<file path="src/rtl/assert_macros.svh">
// Assertion helpers shared by the RTL.
`ifndef ASSERT_MACROS_SVH
`define ASSERT_MACROS_SVH

// Clocked property that must hold whenever reset is released.
`define ASSERT_CLK(lbl, clk, rstn, prop, msg) \
	lbl: assert property (@(posedge clk) disable iff (!rstn) (prop)) else $error(msg);

// Clocked condition that must never be seen while reset is released.
`define ASSERT_NEVER(lbl, clk, rstn, cond, msg) \
	lbl: assert property (@(posedge clk) disable iff (!rstn) !(cond)) else $error(msg);

`endif

</file>
<file path="src/rtl/srb_pkg.sv">
package srb_pkg;

	// Default configuration of the block.
	localparam int unsigned MAX_PASSES_DEF = 48;
	localparam int unsigned FRAC_BITS_DEF  = 16;

	// Fixed field widths.
	localparam int unsigned DATA_W = 32;
	localparam int unsigned PASS_W = 6;
	localparam int unsigned SQ_W   = 64;

	// Result of one search, handed from the sequencer to the output register.
	typedef struct packed {
		logic [DATA_W-1:0] root;
		logic [PASS_W-1:0] passes;
		logic              converged;
	} srb_result_t;

endpackage

</file>
<file path="src/rtl/srb_square.sv">
module srb_square import srb_pkg::*; (
	input  logic              clk,
	input  logic              en,
	input  logic [DATA_W-1:0] operand,
	output logic [SQ_W-1:0]   product
);

	logic [SQ_W-1:0] product_q;

	// Full-precision square, registered before use.
	always_ff @(posedge clk) begin
		if (en) begin
			product_q <= SQ_W'(operand) * SQ_W'(operand);
		end
	end

	assign product = product_q;

endmodule

</file>
<file path="src/rtl/srb_seq.sv">
module srb_seq import srb_pkg::*; #(
	parameter int unsigned MAX_PASSES = MAX_PASSES_DEF,
	parameter int unsigned FRAC_BITS  = FRAC_BITS_DEF
) (
	input  logic              clk,
	input  logic              arst_n,
	input  logic              start,
	input  logic [DATA_W-1:0] value,
	input  logic [DATA_W-1:0] tolerance,
	output logic              idle,
	output logic              res_valid,
	input  logic              res_ready,
	output srb_result_t       res,
	output logic              sq_en,
	output logic [DATA_W-1:0] sq_operand,
	input  logic [SQ_W-1:0]   sq_product
);

	`include "assert_macros.svh"

	localparam logic [DATA_W-1:0] OneFx   = DATA_W'(64'd1 << FRAC_BITS);
	localparam logic [PASS_W-1:0] PassMax = PASS_W'(MAX_PASSES);

	typedef enum logic [2:0] {
		S_IDLE,
		S_LOAD,
		S_MUL,
		S_CMP,
		S_FIN
	} state_t;

	state_t            state_q;
	logic [DATA_W-1:0] value_q;
	logic [DATA_W-1:0] low_q;
	logic [DATA_W-1:0] high_q;
	logic [DATA_W-1:0] mid_q;
	logic [PASS_W-1:0] pass_q;
	logic [SQ_W-1:0]   target_q;
	logic [SQ_W-1:0]   lo_lim_q;
	logic [SQ_W-1:0]   hi_lim_q;
	srb_result_t       res_q;

	logic [SQ_W-1:0]   target;
	logic [SQ_W-1:0]   tol_sh;
	logic [SQ_W-1:0]   lo_lim;
	logic [SQ_W-1:0]   hi_lim;
	logic [DATA_W-1:0] high_init;
	logic              in_tol;
	logic              below;
	logic [DATA_W-1:0] mid_up;
	logic [DATA_W-1:0] mid_dn;
	logic [PASS_W-1:0] pass_nx;

	// Search window set up from the radicand and the tolerance. A lower limit
	// that would go negative is clamped to zero, which every square meets.
	always_comb begin
		target    = SQ_W'(value_q) << FRAC_BITS;
		tol_sh    = SQ_W'(tolerance) << FRAC_BITS;
		lo_lim    = (target >= tol_sh) ? (target - tol_sh) : '0;
		hi_lim    = target + tol_sh;
		high_init = (value_q > OneFx) ? value_q : OneFx;
	end

	// Per-pass decisions on the registered square, and both candidate
	// midpoints formed alongside so that only a select follows the compare.
	always_comb begin
		in_tol  = (sq_product >= lo_lim_q) && (sq_product <= hi_lim_q);
		below   = sq_product < target_q;
		mid_up  = DATA_W'(((DATA_W+1)'(mid_q) + (DATA_W+1)'(high_q)) >> 1);
		mid_dn  = DATA_W'(((DATA_W+1)'(low_q) + (DATA_W+1)'(mid_q)) >> 1);
		pass_nx = pass_q + PASS_W'(1);
	end

	// Sequencer and bisection registers.
	always_ff @(posedge clk or negedge arst_n) begin
		if (!arst_n) begin
			state_q  <= S_IDLE;
			value_q  <= '0;
			low_q    <= '0;
			high_q   <= '0;
			mid_q    <= '0;
			pass_q   <= '0;
			target_q <= '0;
			lo_lim_q <= '0;
			hi_lim_q <= '0;
			res_q    <= '0;
		end else begin
			unique case (state_q)
				S_IDLE: begin
					if (start) begin
						value_q <= value;
						state_q <= S_LOAD;
					end
				end
				S_LOAD: begin
					target_q <= target;
					lo_lim_q <= lo_lim;
					hi_lim_q <= hi_lim;
					low_q    <= '0;
					high_q   <= high_init;
					mid_q    <= '0;
					pass_q   <= '0;
					// A zero radicand is an exact square of the lower bound;
					// exactly one is an exact square of the upper bound. No
					// later bound can square exactly, so only this pass checks.
					if (value_q == '0) begin
						res_q   <= '{root: '0, passes: '0, converged: 1'b1};
						state_q <= S_FIN;
					end else if (value_q == OneFx) begin
						res_q   <= '{root: OneFx, passes: '0, converged: 1'b1};
						high_q  <= OneFx;
						state_q <= S_FIN;
					end else begin
						mid_q   <= high_init >> 1;
						state_q <= S_MUL;
					end
				end
				S_MUL: begin
					state_q <= S_CMP;
				end
				S_CMP: begin
					if (in_tol) begin
						res_q   <= '{root: mid_q, passes: pass_q, converged: 1'b1};
						state_q <= S_FIN;
					end else begin
						pass_q <= pass_nx;
						if (below) begin
							low_q <= mid_q;
						end else begin
							high_q <= mid_q;
						end
						if (pass_nx == PassMax) begin
							res_q   <= '{root: mid_q, passes: pass_nx, converged: 1'b0};
							state_q <= S_FIN;
						end else begin
							mid_q   <= below ? mid_up : mid_dn;
							state_q <= S_MUL;
						end
					end
				end
				S_FIN: begin
					if (res_ready) begin
						state_q <= S_IDLE;
					end
				end
				default: begin
					state_q <= S_IDLE;
				end
			endcase
		end
	end

	assign idle       = (state_q == S_IDLE);
	assign res_valid  = (state_q == S_FIN);
	assign res        = res_q;
	assign sq_en      = (state_q == S_MUL);
	assign sq_operand = mid_q;

	// The midpoint stays inside the window and the window never closes.
	`ASSERT_CLK(a_window_order, clk, arst_n,
		(state_q == S_MUL || state_q == S_CMP) |-> (low_q <= mid_q && mid_q < high_q),
		"bisection window out of order")
	// A search in progress has not used up its passes.
	`ASSERT_CLK(a_pass_bound, clk, arst_n,
		(state_q == S_MUL || state_q == S_CMP) |-> (pass_q < PassMax),
		"pass count beyond limit during search")
	// Every search reaches the compare right after its square is formed.
	`ASSERT_CLK(a_mul_then_cmp, clk, arst_n,
		(state_q == S_MUL) |=> (state_q == S_CMP),
		"square not followed by compare")

endmodule

</file>
<file path="src/rtl/square_root_bisection.sv">
// Square root of an unsigned fixed-point value (FRAC_BITS fraction bits) by
// bisection over [0, max(1.0, value)], using one shared 32x32 squarer. Each
// pass squares the midpoint into the squarer's output register, then compares
// and narrows the window; a search ends when the square is within tolerance
// or after MAX_PASSES passes, and a value of zero or exactly 1.0 finishes
// without any pass. One item is worked on at a time; the finished result sits
// in an output register, so the next value is taken while it waits. The user
// must write the tolerance register only while no item is in flight; the
// block itself does not enforce it.
module square_root_bisection import srb_pkg::*; #(
	parameter int unsigned MAX_PASSES = MAX_PASSES_DEF,
	parameter int unsigned FRAC_BITS  = FRAC_BITS_DEF
) (
	input  logic              clk,
	input  logic              arst_n,
	input  logic              tol_we,
	input  logic [DATA_W-1:0] tolerance,
	input  logic              in_valid,
	output logic              in_ready,
	input  logic [DATA_W-1:0] value,
	output logic              out_valid,
	input  logic              out_ready,
	output logic [DATA_W-1:0] root,
	output logic [PASS_W-1:0] pass_total,
	output logic              converged
);

	`include "assert_macros.svh"

	// 0.1 rounded to nearest in the chosen format.
	localparam logic [DATA_W-1:0] TolReset =
		DATA_W'(((64'd1 << FRAC_BITS) + 64'd5) / 64'd10);

	logic [DATA_W-1:0] tolerance_q;
	logic              out_valid_q;
	srb_result_t       out_q;

	logic              seq_idle;
	logic              res_valid;
	logic              res_ready;
	srb_result_t       res;
	logic              sq_en;
	logic [DATA_W-1:0] sq_operand;
	logic [SQ_W-1:0]   sq_product;

	// Tolerance register.
	always_ff @(posedge clk or negedge arst_n) begin
		if (!arst_n) begin
			tolerance_q <= TolReset;
		end else if (tol_we) begin
			tolerance_q <= tolerance;
		end
	end

	assign in_ready  = seq_idle;
	assign res_ready = !out_valid_q || out_ready;

	srb_seq #(
		.MAX_PASSES (MAX_PASSES),
		.FRAC_BITS  (FRAC_BITS)
	) u_seq (
		.clk        (clk),
		.arst_n     (arst_n),
		.start      (in_valid && in_ready),
		.value      (value),
		.tolerance  (tolerance_q),
		.idle       (seq_idle),
		.res_valid  (res_valid),
		.res_ready  (res_ready),
		.res        (res),
		.sq_en      (sq_en),
		.sq_operand (sq_operand),
		.sq_product (sq_product)
	);

	srb_square u_square (
		.clk     (clk),
		.en      (sq_en),
		.operand (sq_operand),
		.product (sq_product)
	);

	// Output register: holds a finished beat until it is taken.
	always_ff @(posedge clk or negedge arst_n) begin
		if (!arst_n) begin
			out_valid_q <= 1'b0;
			out_q       <= '0;
		end else if (res_ready) begin
			out_valid_q <= res_valid;
			if (res_valid) begin
				out_q <= res;
			end
		end
	end

	assign out_valid  = out_valid_q;
	assign root       = out_q.root;
	assign pass_total = out_q.passes;
	assign converged  = out_q.converged;

	// A result handed over always shows up on the output in the next cycle.
	`ASSERT_CLK(a_result_lands, clk, arst_n,
		(res_valid && res_ready) |=> out_valid,
		"finished result did not reach the output")
	// A search that failed to converge has used every pass.
	`ASSERT_CLK(a_fail_at_limit, clk, arst_n,
		(out_valid && !converged) |-> (pass_total == PASS_W'(MAX_PASSES)),
		"non-converged result before pass limit")
	// No new value is taken while a finished result is pending in the sequencer.
	`ASSERT_NEVER(a_no_overlap, clk, arst_n,
		in_ready && res_valid,
		"input ready while a result is pending in the sequencer")

endmodule

</file>
<file path="config.mk">
export PLATFORM = sky130hd
export DESIGN_NAME = square_root_bisection
export DESIGN_NICKNAME = d
export VERILOG_FILES = /design/src/rtl/srb_pkg.sv /design/src/rtl/srb_square.sv /design/src/rtl/srb_seq.sv /design/src/rtl/square_root_bisection.sv
export VERILOG_INCLUDE_DIRS = /design/src /design/src/rtl
export SDC_FILE = /design/constraint.sdc
export NUM_CORES = 2
export LEC_CHECK = 0
export ABC_AREA = 1
export BUFFER_PORTS_ARGS = -buffer_cell sky130_fd_sc_hd__buf_4
export CORE_AREA = 2 2 215 429
export CTS_BUF_LIST = sky130_fd_sc_hd__clkbuf_8
export CTS_CLUSTER_DIAMETER = 150
export DETAILED_ROUTE_END_ITERATION = 8
export DIE_AREA = 0 0 217 431
export PLACE_DENSITY_LB_ADDON = 0.3
export SETUP_SLACK_MARGIN = 0.4
export SLEW_MARGIN = 20
export SYNTH_ARGS = -nofsm -noshare
export SYNTH_HDL_FRONTEND = slang
export SYNTH_SLANG_ARGS = --single-unit
</file>
<file path="constraint.sdc">
create_clock -name clk -period 18.7 [get_ports clk]
set_input_delay 0.935 -clock clk [delete_from_list [all_inputs] [get_ports clk]]
set_output_delay 0.935 -clock clk [all_outputs]
set_load 0.02 [all_outputs]
</file>
### Yosys cells after proc, flatten, opt, wreduce, memory -nomap -nowiden

Cells that the tools add are included.

* register bits: 472
* bits of input ports: 69
* output and inout port bits: 41
* logic and storage cells: 88

* add/sub/neg operators: 5
* multiply operators: 1
* order comparisons: 5
* equality and inequality tests: 14
* muxes and demuxes: 30
* reductions and logical operators: 15

Operators by type and width (number)
* $mux W32: 11
* $pmux W32 S2: 3
* $mux W39: 4
* $pmux W39 S2: 1
* $add A32 B32 Y33: 2
* $ge A64 B64 Y1: 1
* $le A64 B64 Y1: 1
* $lt A64 B48 Y1: 1
* $mul A32 B32 Y64: 1
* $mux W64: 1
* $add A48 B48 Y49: 1
* $sub A48 B48 Y49: 1
* $ge A48 B48 Y1: 1
* $eq A32 B17 Y1 const B: 1
* $gt A32 B17 Y1 const B: 1
* $logic_not A32 Y1: 1
* $mux W31: 1
* $mux W3: 6
* $pmux W3 S5: 1
* $pmux W6 S2: 1
* $reduce_and A3 Y1: 4
* $reduce_and A2 Y1: 4
* $add A6 B1 Y6 const B: 1
* $eq A3 B2 Y1 const B: 2
* 12 further kinds: 18

### Longest topological paths before layout

* depth after elaboration: 5
* gate-level depth with buffers: 35
* gate-level depth less buffers: 32

### By module

From an unflattened synthesis, not the netlist that was laid out.

* cells, all modules: 7046
* area total of the unflattened synthesis: 56075.0 sq um

Modules (own cells, without submodules)
* srb_square: instances 1, cells each 4149, area an instance 33666.0 sq um, sequential area each 1891.8 sq um
* srb_seq: instances 1, cells each 2587, area an instance 19590.0 sq um, sequential area each 6856.6 sq um
* square_root_bisection: instances 1, cells each 310, area an instance 2819.0 sq um, sequential area each 1810.5 sq um

### Worst setup path after synthesis

OpenSTA, ideal clock, no wires.

* path type: register to register
* start: reg u_seq.mid_q[4] (netlist: u_seq.sq_operand[4])
* end: reg u_square.product_q[59] (netlist: u_square.product[59]) (data pin)
* setup time: 260 ps
* data arrival time: 7061 ps
* required time: 18440 ps
* slack: 11379 ps
* stages on the path, launching flop included: 32
* path buffers: 2
* clock period less this slack: 7321 ps
* cell sequence: dfrtp_1 -> clkbuf_1 -> buf_1 -> nand2_1 -> fa_1 -> inv_1 -> ha_1 -> a31o_2 -> fa_1 -> inv_1 -> fa_1 -> inv_1 -> fa_1 -> fa_1 -> fa_1 -> inv_1 -> fa_1 -> inv_1 -> ha_1 -> a21oi_1 -> o21ai_0 -> a211oi_1 -> nand2_1 -> a21oi_1 -> o21ai_2 -> nand2_1 -> nand2_1 -> nand3_1 -> o211ai_2 -> nand2_1 -> nand3_1 -> xor2_1

* word-level cells in the longest chain between the ends: 1

Ends and longest elaborated chain
* from (decl): line srb_seq.sv:36 `logic [DATA_W-1:0] mid_q;`
* from (signal assigned): line srb_seq.sv:114 `mid_q <= high_init >> 1;`
* from (signal assigned): line srb_seq.sv:136 `mid_q <= below ? mid_up : mid_dn;`
* $mul A32 B32 Y64: line srb_square.sv:13 `product_q <= SQ_W'(operand) * SQ_W'(operand);`
* to (signal assigned): line srb_square.sv:13
* to (decl): line srb_square.sv:8 `logic [SQ_W-1:0] product_q;`

Every way passes these cells.
A chain may end at the register's enable or synchronous reset.

### Worst setup path in the final report

* start: reg u_seq.mid_q[14] (netlist: u_seq.sq_operand[14])
* end: reg u_square.product_q[57] (netlist: u_square.product[57]) (data pin)

Same word-level chain as after synthesis.

==> impl_metrics.json <==
{
  "outcome": "completed",
  "wl_microns": 169000,
  "post_drt_wl_per_cell_microns": 22.1,
  "fp-row-count": 156,
  "place_hpwl_microns": 136000,
  "route.detailed.drc": 0,
  "first_pass_iters": 6,
  "cts-root-buf": "clkbuf_8",
  "initial_core_util_pct": 59.7,
  "antenna_found_initial": 1,
  "grt_max_degree": 86,
  "clock_latency_ns": 0.71,
  "crit_path_max_incr_delay_ns": 0.55,
  "synthFlopType": "dfrtp_1",
  "cts_hold_buf": 0,
  "synth_area_leaders": "fa_1 (30%), dfrtp_1 (16%), ha_1 (12%), inv_1 (12%), nand2_1 (8.2%)",
  "maxSlewViolCount": 0,
  "ant_nets": 0,
  "synth_xor_area_share_pct": 2.51,
  "gr-usage-all-layers_pct": 37.3,
  "arrival_ns": 9.03,
  "synth_nets": 7783,
  "die_w_microns": 217,
  "yosysTopAreaCell": "fa_1",
  "r2r_slack_ns": 10.11,
  "cts_tree": "built",
  "viasPerCell": 5.64,
  "io_buffers": 109,
  "fin_nets": 7794,
  "crit_top_cell": "fa_1",
  "syn_inst": 6413,
  "synth_compound_area_share_pct": 9.81,
  "cts_max_level": 2,
  "max_cap_violations": 0,
  "clk_pin_slew_ns": 0.09,
  "grt_pass1_wl_microns": 261000,
  "vias": 43200,
  "synth.area.mux_share_pct": 0.335,
  "r2r-end": "u_square.product[57]",
  "synth_edf_count": 63,
  "drt_iter0_drc": 3196,
  "path_max_fanout": 33,
  "rr_worst_depth": 28,
  "cts_sinks": 409,
  "ys_seq_elements": 409,
  "cp.required_ns": 19.14,
  "first_global_vias": 47500,
  "synth_top_family_by_area": "adder cells",
  "seq_area_frac_synth_pct": 19.6,
  "drive_above_1_share_pct": 5.78,
  "fin_worst_skew_ns": 0.0310,
  "slew_headroom_pct": 23.2,
  "overflow": 0,
  "postCtsSetupBuffers": 0,
  "cp-end-kind": "register",
  "coreArea_sq_um": 90200,
  "multi_input_area_sq_um": 36100,
  "area_growth_pct": 5.67,
  "synth_simple_gate_area_share_pct": 13.0,
  "startpoint_type": "register",
  "synth.cell_area_sq_um": 53800,
  "synth_cell_types": 74,
  "synth_top_area_share_pct": 29.7,
  "yosys_warnings": 0,
  "period_minus_slack_ns": 8.59,
  "worstHoldPathType": "primary input to async pin",
  "cts_buffer_depth": 3,
  "io_pins": 110,
  "numCtsBuffers": 57,
  "slowest_stage": "fa_1",
  "setup_violations": 0,
  "die_area_sq_um": 93500,
  "fin_crit_sh_pct": 45.9,
  "setup_tns_ns": 0,
  "synthAdderAreaFrac_pct": 41.4,
  "fmax_ghz": 0.116,
  "final-seq-area_sq_um": 10600,
  "tightest_slew_ns": 1.14,
  "async_reset_ff_share_pct": 84.6,
  "gp_congestion": 1.03,
  "r2r-start": "u_seq.sq_operand[14]",
  "fp.dieH_microns": 431,
  "hold_viol_final": 0,
  "cts_resized": 0,
  "critPathKind": "register to register",
  "rsz0062_at_grt": "no",
  "fillers": 7858,
  "syn_area_per_cell_sq_um": 8.39
}
cells by family after synthesis:
logic type | count (synthesis)
mux | 16
buf+inv | 1887
simple gates | 1725
flops | 409
compound gates | 921
xor+xnor | 154
fa+ha+maj | 1301
how the worst max path moves through the flow:
stage                               startpoint                   end  slack, ns
after floorplan            u_seq.sq_operand[4]  u_square.product[59]      11.38
after global placement    u_seq.sq_operand[14]  u_square.product[61]      10.31
after detailed placement  u_seq.sq_operand[14]  u_square.product[57]      10.24
after CTS                 u_seq.sq_operand[14]  u_square.product[57]      10.21
after global routing      u_seq.sq_operand[14]  u_square.product[57]       9.83
final                     u_seq.sq_operand[14]  u_square.product[57]      10.11
synthesized netlist by cell type (all sizes together) (3+ instances only):
master / n
dfrtp: 339
nand4: 37
inv: 1678
fa: 799
nand2: 1189
xnor2: 40
a221oi: 8
a2111oi: 3
o221ai: 8
nor4: 29
a22oi: 3
o211ai: 7
a31o: 5
o21bai: 22
dfstp: 7
mux2: 16
o311ai: 3
a21boi: 10
a31oi: 39
or2: 7
o22ai: 35
ha: 502
o21ai: 437
nor3: 33
o21a: 20
a21oi: 285
clkbuf: 146
nor2: 322
a211oi: 9
a21o: 14
o31ai: 9
nand3: 104
xor2: 114
buf: 61
edfxtp: 63
worst max-delay path, delay by kind of cell, from the launching register on:
kind / cells / cell delay, ns
simple gates: 3 / 0.49
xor+xnor: 2 / 0.38
fa+ha+maj: 9 / 4.14
compound gates: 9 / 2.21
buf+inv: 5 / 0.75
flops: 1 / 0.36
layer usage:
metal | GRT usage (%) | vias up | wire [microns]
met5 | 0 | - | 0
met1 | 36.9 | 21200 | 53500
met4 | 33.5 | 0 | 18800
met2 | 67.6 | 1747 | 87700
met3 | 4.76 | 793 | 9100
li1 | - | 19500 | -
cell usage in the layout (no fill, tap or decap), types with 21 or more instances in the layout:
master    instances
a21oi_1         273
a31oi_1          37
buf_4           158
clkbuf_8         71
dfrtp_1         338
edfxtp_1         63
fa_1            799
ha_1            502
inv_1          1683
nand2_1        1168
nand3_1          97
nand4_1          35
nor2_1          316
nor3_1           30
nor4_1           28
o21ai_0         354
o21ai_1          70
o21bai_1         21
o22ai_1          25
xnor2_1          40
xor2_1          114
state kept, by name, indices dropped and copies added, names as in the netlist, 33 cells and up:
signal            count
u_seq.hi_lim_q       33
u_square.product     63
u_seq.lo_lim_q       33
u_seq.res            39
per-stage QoR:
stage | cell area [sq um] | hold slack, ns | util, % | instances | setup WS [ns]
final | 56900 | 0.230 | 63.1 | 7659 | 10.11
after global routing | 56900 | 0.282 | 63.1 | 7659 | 9.83
after CTS | 56900 | 0.264 | 63.1 | 7658 | 10.21
after detailed placement | 55700 | 0.459 | 61.7 | 7550 | 10.24
after global placement | 55700 | 0.454 | 61.7 | 7550 | 10.31
after floorplan | 53800 | 0.420 | - | 6413 | 11.38
final cells by class:
class	count	area share, %
multi-input cells	4117	63.5
flip-flops and latches	409	18.6
inverters	1680	11.1
well taps	1185	2.61
repair buffers	159	2.11
clock buffers	71	1.72
clock inverters	37	0.420
diodes	1	0.00440
Power is left out: the tool's default activity adds up to more than one toggle a clock period on the data nets, which glitch-free logic cannot reach.
